`src/ipv6p_pkg.sv`:
```
`timescale 1ns / 1ps
// ipv6p_pkg: types, character codes and the hex decoder shared by the
// ipv6 text address parser modules. no dependencies.
package ipv6p_pkg;

	localparam int NGRP = 8;
	localparam int GRP_W = 16;
	localparam int CHAR_W = 8;
	localparam int OUT_W = 136;

	localparam logic [3:0] NGRP_C = 4'd8;
	localparam logic [2:0] MAXDIG_C = 3'd4;

	localparam logic [CHAR_W-1:0] CH_NUL = 8'h00;
	localparam logic [CHAR_W-1:0] CH_COLON = 8'h3a;
	localparam logic [CHAR_W-1:0] CH_D0 = 8'h30;
	localparam logic [CHAR_W-1:0] CH_D9 = 8'h39;
	localparam logic [CHAR_W-1:0] CH_LA = 8'h61;
	localparam logic [CHAR_W-1:0] CH_LF = 8'h66;
	localparam logic [CHAR_W-1:0] CH_UA = 8'h41;
	localparam logic [CHAR_W-1:0] CH_UF = 8'h46;

	typedef logic [GRP_W-1:0] grp_t;

	typedef struct packed {
		logic ok;
		logic gap;
		logic [3:0] gap_pos;
	} fin_t;

	// {is_hex, value}
	function automatic logic [4:0] hex_dec(input logic [CHAR_W-1:0] c);
		logic [4:0] r;
		r = 5'd0;
		if (c >= CH_D0 && c <= CH_D9) begin
			r = {1'b1, 4'(c - CH_D0)};
		end else if (c >= CH_LA && c <= CH_LF) begin
			r = {1'b1, 4'(c - CH_LA + 8'd10)};
		end else if (c >= CH_UA && c <= CH_UF) begin
			r = {1'b1, 4'(c - CH_UA + 8'd10)};
		end
		return r;
	endfunction

endpackage

```
`src/ipv6p_scan.sv`:
```
`timescale 1ns / 1ps
// ipv6p_scan: per-character parse state, group collection and gap tracking.
// groups before the gap go to a front table, groups after it shift into a tail line.
// depends on ipv6p_pkg.
module ipv6p_scan
	import ipv6p_pkg::*;
(
	input  logic              clk,
	input  logic              arst_n,
	input  logic              en,
	input  logic [CHAR_W-1:0] ch,
	output fin_t              fin,
	output grp_t              front [NGRP],
	output grp_t              tail [NGRP]
);

	grp_t front_q [NGRP];
	grp_t tail_q [NGRP];
	logic [3:0] cnt_q, cnt_d;
	logic [2:0] dig_q, dig_d;
	grp_t acc_q, acc_d;
	logic [3:0] gpos_q, gpos_d;
	logic gap_q, gap_d;
	logic sep_q, sep_d;
	logic err_q, err_d;

	logic push, clr;
	logic [4:0] hx;
	logic fin_push, fin_err, fin_ok;
	logic [3:0] fin_cnt;

	assign hx = hex_dec(ch);

	always_comb begin
		cnt_d = cnt_q;
		dig_d = dig_q;
		acc_d = acc_q;
		gpos_d = gpos_q;
		gap_d = gap_q;
		sep_d = sep_q;
		err_d = err_q;
		push = 1'b0;
		clr = 1'b0;
		if (en) begin
			if (ch != CH_NUL) begin
				if (!err_q) begin
					if (hx[4]) begin
						if (dig_q >= MAXDIG_C || (sep_q && cnt_q == 4'd0 && !gap_q)) begin
							err_d = 1'b1;
						end else begin
							acc_d = {acc_q[GRP_W-5:0], hx[3:0]};
							dig_d = 3'(dig_q + 3'd1);
							sep_d = 1'b0;
						end
					end else if (ch == CH_COLON) begin
						if (dig_q != 3'd0) begin
							if (cnt_q >= NGRP_C) begin
								err_d = 1'b1;
							end else begin
								push = 1'b1;
								cnt_d = 4'(cnt_q + 4'd1);
								acc_d = '0;
								dig_d = 3'd0;
							end
							sep_d = 1'b1;
						end else if (sep_q) begin
							if (gap_q) begin
								err_d = 1'b1;
							end else begin
								gap_d = 1'b1;
								gpos_d = cnt_q;
								sep_d = 1'b0;
							end
						end else if (cnt_q == 4'd0 && !gap_q) begin
							sep_d = 1'b1;
						end else begin
							err_d = 1'b1;
						end
					end else begin
						err_d = 1'b1;
					end
				end
			end else begin
				clr = 1'b1;
				cnt_d = 4'd0;
				dig_d = 3'd0;
				acc_d = '0;
				gpos_d = 4'd0;
				gap_d = 1'b0;
				sep_d = 1'b0;
				err_d = 1'b0;
			end
		end
	end

	always_ff @(posedge clk or negedge arst_n) begin
		if (!arst_n) begin
			cnt_q <= 4'd0;
			dig_q <= 3'd0;
			acc_q <= '0;
			gpos_q <= 4'd0;
			gap_q <= 1'b0;
			sep_q <= 1'b0;
			err_q <= 1'b0;
		end else begin
			cnt_q <= cnt_d;
			dig_q <= dig_d;
			acc_q <= acc_d;
			gpos_q <= gpos_d;
			gap_q <= gap_d;
			sep_q <= sep_d;
			err_q <= err_d;
		end
	end

	always_ff @(posedge clk) begin
		if (push && !gap_q) begin
			front_q[cnt_q[2:0]] <= acc_q;
		end
	end

	always_ff @(posedge clk or negedge arst_n) begin
		if (!arst_n) begin
			for (int i = 0; i < NGRP; i++) tail_q[i] <= '0;
		end else if (clr) begin
			for (int i = 0; i < NGRP; i++) tail_q[i] <= '0;
		end else if (push && gap_q) begin
			for (int i = 0; i < NGRP - 1; i++) tail_q[i] <= tail_q[i+1];
			tail_q[NGRP-1] <= acc_q;
		end
	end

	// closing of the open group at end of string
	assign fin_push = !err_q && dig_q != 3'd0 && cnt_q < NGRP_C;
	assign fin_err = err_q || (dig_q != 3'd0 && cnt_q >= NGRP_C) || (dig_q == 3'd0 && sep_q);
	assign fin_cnt = fin_push ? 4'(cnt_q + 4'd1) : cnt_q;
	assign fin_ok = !fin_err && (gap_q ? (fin_cnt < NGRP_C) : (fin_cnt == NGRP_C));

	assign fin.ok = fin_ok;
	assign fin.gap = gap_q;
	assign fin.gap_pos = gpos_q;

	always_comb begin
		for (int i = 0; i < NGRP; i++) begin
			front[i] = front_q[i];
			tail[i] = tail_q[i];
		end
		if (fin_push && !gap_q) begin
			front[cnt_q[2:0]] = acc_q;
		end
		if (fin_push && gap_q) begin
			for (int i = 0; i < NGRP - 1; i++) tail[i] = tail_q[i+1];
			tail[NGRP-1] = acc_q;
		end
	end

endmodule

```
`src/ipv6p_place.sv`:
```
`timescale 1ns / 1ps
// ipv6p_place: assembles the eight address groups from the front table and
// the tail line around the gap, zero for an illegal string. depends on ipv6p_pkg.
module ipv6p_place
	import ipv6p_pkg::*;
(
	input  fin_t fin,
	input  grp_t front [NGRP],
	input  grp_t tail [NGRP],
	output grp_t grp [NGRP]
);

	always_comb begin
		for (int j = 0; j < NGRP; j++) begin
			if (!fin.ok) begin
				grp[j] = '0;
			end else if (fin.gap && 4'(j) >= fin.gap_pos) begin
				grp[j] = tail[j];
			end else begin
				grp[j] = front[j];
			end
		end
	end

endmodule

```
`src/ipv6_text_address_parser_top.sv`:
```
`timescale 1ns / 1ps
// ipv6_text_address_parser_top: ipv6 text to binary address, one character per beat.
// result: the nul beat passes through the input register, then loads the output register.
// throughput: one character per cycle; only a nul beat waits on a full output register.
// reset: arst_n clears the parse state (not the front table) and both valid flags at once.
// depends on ipv6p_pkg, ipv6p_scan, ipv6p_place.
module ipv6_text_address_parser_top
	import ipv6p_pkg::*;
(
	input  logic              clk,
	input  logic              arst_n,
	input  logic              s_tvalid,
	output logic              s_tready,
	input  logic [CHAR_W-1:0] s_tdata,  // char_code[7:0]
	output logic              m_tvalid,
	input  logic              m_tready,
	output logic [OUT_W-1:0]  m_tdata   // addr_valid, group0..group7 (16 each), zero pad
);

	logic valid_s1;
	logic [CHAR_W-1:0] char_s1;
	logic adv;
	logic out_v_q;
	logic [OUT_W-1:0] out_q;
	logic [OUT_W-1:0] out_d;

	fin_t fin;
	grp_t front [NGRP];
	grp_t tail [NGRP];
	grp_t grp [NGRP];

	assign adv = valid_s1 && (char_s1 != CH_NUL || !out_v_q || m_tready);
	assign s_tready = !valid_s1 || adv;

	always_ff @(posedge clk or negedge arst_n) begin
		if (!arst_n) begin
			valid_s1 <= 1'b0;
		end else if (s_tvalid && s_tready) begin
			valid_s1 <= 1'b1;
		end else if (adv) begin
			valid_s1 <= 1'b0;
		end
	end

	always_ff @(posedge clk) begin
		if (s_tvalid && s_tready) begin
			char_s1 <= s_tdata;
		end
	end

	ipv6p_scan u_scan (
		.clk    (clk),
		.arst_n (arst_n),
		.en     (adv),
		.ch     (char_s1),
		.fin    (fin),
		.front  (front),
		.tail   (tail)
	);

	ipv6p_place u_place (
		.fin   (fin),
		.front (front),
		.tail  (tail),
		.grp   (grp)
	);

	always_comb begin
		out_d = '0;
		out_d[0] = fin.ok;
		for (int j = 0; j < NGRP; j++) begin
			out_d[1 + j*GRP_W +: GRP_W] = grp[j];
		end
	end

	always_ff @(posedge clk or negedge arst_n) begin
		if (!arst_n) begin
			out_v_q <= 1'b0;
		end else if (adv && char_s1 == CH_NUL) begin
			out_v_q <= 1'b1;
		end else if (m_tready) begin
			out_v_q <= 1'b0;
		end
	end

	always_ff @(posedge clk) begin
		if (adv && char_s1 == CH_NUL) begin
			out_q <= out_d;
		end
	end

	assign m_tvalid = out_v_q;
	assign m_tdata = out_q;

`ifndef SYNTHESIS
	a_beat_from_nul: assert property (@(posedge clk) disable iff (!arst_n)
		$rose(m_tvalid) |-> $past(adv && char_s1 == CH_NUL))
		else $error("result beat without a nul");

	a_invalid_zero: assert property (@(posedge clk) disable iff (!arst_n)
		m_tvalid && !m_tdata[0] |-> m_tdata[OUT_W-1:1] == '0)
		else $error("illegal address carries nonzero groups");

	a_s1_hold: assert property (@(posedge clk) disable iff (!arst_n)
		valid_s1 && !adv |=> valid_s1 && $stable(char_s1))
		else $error("stalled character lost");

	a_stall_only_nul: assert property (@(posedge clk) disable iff (!arst_n)
		valid_s1 && !adv |-> char_s1 == CH_NUL && m_tvalid)
		else $error("stall without a waiting result");
`endif

endmodule

```
`config.mk`:
```
export PLATFORM = sky130hd
export DESIGN_NAME = ipv6_text_address_parser_top
export DESIGN_NICKNAME = d
export VERILOG_FILES = /design/src/ipv6p_pkg.sv /design/src/ipv6p_scan.sv /design/src/ipv6p_place.sv /design/src/ipv6_text_address_parser_top.sv
export SDC_FILE = /design/constraint.sdc
export NUM_CORES = 1
export LEC_CHECK = 0
export BUFFER_PORTS_ARGS = -buffer_cell sky130_fd_sc_hd__buf_2
export CORE_ASPECT_RATIO = 0.9
export CORE_MARGIN = 2
export CORE_UTILIZATION = 60
export DETAILED_ROUTE_END_ITERATION = 16
export GPL_ROUTABILITY_DRIVEN = 0
export MAX_ROUTING_LAYER = met4
export PLACE_DENSITY_LB_ADDON = 0.12
export SLEW_MARGIN = 25
export SYNTH_ARGS = -nofsm -noshare
export SYNTH_HDL_FRONTEND = slang
export SYNTH_SLANG_ARGS = --single-unit
```
`constraint.sdc`:
```
create_clock -name clk -period 7.7 [get_ports clk]
set_input_delay 1.155 -clock clk [delete_from_list [all_inputs] [get_ports clk]]
set_output_delay 1.155 -clock clk [all_outputs]
set_load 0.02 [all_outputs]
```
==> summary.txt <==
Status
  • Status: finished, final reports clean

Finish
  • Final nets: 1762
  • Area grow syn2layout: 13.1%
  • Filler instances: 2319
  • Number of antenna diodes: 0
  • Post-route cell area: 0.0219 mm²
  • Layout cell share with drive strength beyond 1: 0.211

Critical path
  • CP endpoint: m_tdata[82]
  • Required time at the worst-slack endpoint: 7.87 ns
  • Crit path DAT: 4.12 ns
  • R2R depth: 8
  • Max stage delay on crit path: 0.67 ns
  • CP Launch Type: flop
  • Crit path max fanout: 118
  • Crit path kind: flop to flop
  • FF-to-FF End: m_tdata[82]
  • Flop-to-flop setup slack: 3.75 ns
  • Worst setup startpoint: char_s1[0]
  • Crit. End Element: flop
  • R2r startpoint: char_s1[0]
  • CP Cell Sequence: inv_1, ha_1, nor3b_2, and2_2, nand3_2, inv_8, buf_16, buf_6
  • Critical path's slowest cell: buf_6

Floorplan
  • Starting Density: 0.609
  • Num rows: 62
  • Die X: 193 µm
  • Die area: 0.0337 mm²
  • I/O Pins: 150
  • Die H: 174 µm
  • Core ar.: 0.0318 mm²

Yosys
  • Largest family of logic cells by synthesized area: simple AND/OR/NAND/NOR gates
  • Synth Cell Area: 0.0194 mm²
  • Ys flop type: edfxtp_1
  • Synthesized flop and latch total: 425
  • Cell accounting for the most synthesized area: edfxtp_1
  • Fraction of the mapped netlist area in adder cells: 0.00517
  • Cells after Synth: 1655
  • Area contributors post-synth: edfxtp_1 (41%), dfrtp_1 (21%), nand2_1 (5.8%)
  • Post-Syn Area per Cell: 11.7 µm²
  • Synth Area in Compound Gates: 0.106
  • Simple-Gate Fraction of Synth Area: 0.123
  • Most common cell in the netlist: nand2_1
  • Post-synth top cells: nand2_1 (298), edfxtp_1 (265), dfrtp_1 (160), a21oi_1 (122), a211oi_1 (110)
  • Post-synth ARST share: 0.376
  • Post-synthesis sequential area ratio: 0.618
  • Post-synthesis mux area share: 0.110
  • Share of the synthesized area in the top cell type: 0.411
  • Synth Area in XOR/XNOR: 0.000452
  • Library cells used by synthesis: 67
  • Post-synth EDFFs: 265
  • Synth warnings: 0

Detailed routing
  • DRT iter0 DRCs: 1554
  • Antenna-violating nets left: 0
  • Routed Wire Length: 50700 µm
  • DRC: 0
  • Routed vias: 13800
  • DR vias/cell: 6.29
  • Number of iterations in the first detailed-routing pass: 6
  • Per-cell routed wire length: 23.1 µm

Clock network
  • Post-CTS setup buffer count: 0
  • H-tree levels: 2
  • CTS tree: done
  • CTS Root Buffer Type: clkbuf_16
  • Clock Path Buffers: 3
  • Cts repair resizes: 0
  • Clk sink count: 425
  • CTS Hold Bufs: 0
  • CTS Buf Count: 44
  • Worst-skew pair later-pin latency: 0.55 ns
  • Worst-path clk slew: 0.06 ns

GRT
  • First-pass GRT wire length: 77800 µm
  • Pin count of the biggest net entering global routing: 157
  • Vias in the first global route: 13100
  • Tot GR Track Use: 0.308
  • Initial antenna violation count: 0
  • Overflow after GRT: 0

Power
  • Leak pwr: 8.83 nW
  • Peak VDD IR: 198 µV
  • Pwr Density: 229 mW/mm²

Timing
  • Max-slew violation count: 0
  • Slew headroom: 0.248
  • Setup TNS: 0 ns
  • Fmax: 0.253 GHz
  • Worst-margin pin slew: 1.13 ns
  • Period utilization: 0.514
  • Worst Skew: 0.0159 ns
  • Final hold vios: 0
  • Finish-stage setup viols: 0
  • Fin crit period: 3.95 ns
  • RSZ-0062 raised after global routing: false
  • Setup ws final: 3.75 ns

Place
  • PortBufs: 142
  • Post-DP HPWL: 29900 µm
  • Dpl cell area: 0.0203 mm²
  • Place WS: 3.54 ns

Min path
  • Hold WC Path Type: flop to flop
  • Hold Crit Start: u_scan.tail_q[114]

Run
  • Maxcap violations: 0
-- kinds of logic after synthesis --
| logic type | Yosys count |
|---|---|
| XOR/XNOR | 1 |
| buffers and inverters | 164 |
| AND/OR/NAND/NOR | 542 |
| AO/OA/AOI/OAI | 314 |
| flip-flops | 425 |
| multiplexers | 200 |
| adder cells (fa/ha/maj) | 8 |
| other | 1 |
-- report_power, final --
| group | total, mW | leakage, nW | switching (mW) | internal, mW |
|---|---|---|---|---|
| Sequential | 2.60 | 4.40 | 0.113 | 2.49 |
| Clock | 2.24 | 0.755 | 0.875 | 1.37 |
| Combinational | 0.181 | 3.68 | 0.0968 | 0.0845 |
-- worst max-delay path, delay by kind of cell, from the launching register on --
kind	cells	cell delay (ns)
flops	1	0.47
fa+ha+maj	1	0.21
simple gates	3	0.96
buf+inv	4	1.68
-- layer usage --
| layer | up-vias | global-route usage | wire length [µm] |
|---|---|---|---|
| met5 | - | - | 0 |
| met4 | 0 | 0.0779 | 1240 |
| met3 | 86 | 0.0570 | 5040 |
| met2 | 715 | 0.434 | 22300 |
| met1 | 6832 | 0.465 | 22100 |
| li1 | 6164 | - | - |
-- how the worst min path moves through the flow --
stage / to / slack [ns] / cells after the start
5_1_grt: u_scan.acc_q[13] / 0.51 / 1
3_5_place_dp: u_scan.tail_q[123] / 0.48 / 2
2_1_floorplan: u_scan.tail_q[112] / 0.47 / 2
4_1_cts: u_scan.tail_q[123] / 0.50 / 2
6_report: u_scan.tail_q[114] / 0.50 / 2
3_3_place_gp: u_scan.tail_q[127] / 0.48 / 2
-- sequential cells by signal, summed over array words and instances, names as in the netlist --
register / flops
u_scan.err_q: 1
u_scan.acc_q: 16
valid_s1: 1
char_s1: 8
m_tdata: 129
u_scan.sep_q: 1
u_scan.gpos_q: 4
u_scan.gap_q: 1
u_scan.dig_q: 3
u_scan.tail_q: 128
m_tvalid: 1
u_scan.front_q: 128
u_scan.cnt_q: 4
-- area by class of cell --
type / count / area, µm² / area share
sequential: 425 / 12000 / 0.546
timing repair buffer: 181 / 1040 / 0.0477
clock buffer: 64 / 1330 / 0.0608
tap: 416 / 520 / 0.0238
clock inverter: 16 / 204 / 0.00932
inverter: 18 / 75.1 / 0.00343
multi-input combinational: 1072 / 6760 / 0.309
-- cell usage in the layout, fill, tap and decap left out, drive strengths merged, types with 6 or more instances in the layout --
master,n
nand2,298
edfxtp,265
buf,181
dfrtp,160
a21oi,122
a211oi,115
nor2,109
mux2i,102
mux2,98
clkbuf,64
nand3,44
nor3,26
a31oi,19
inv,18
a22o,17
nor2b,17
o22ai,16
clkinv,10
ha,8
o21ai,8
conb,7
nand2b,6
or3,6
nor4,6
-- metrics by stage --
step                std cells  hold WS, ns   util  total power, mW
global placement         2110        0.477  0.638             2.81
floorplan                1661        0.466      -             2.73
global route             2192        0.513  0.688             5.17
CTS                      2191        0.499  0.687             5.04
detailed placement       2111        0.483  0.639             2.82
finish                   2192        0.497  0.688             5.02
No activity file was read; power rests on OpenSTA's default activity.
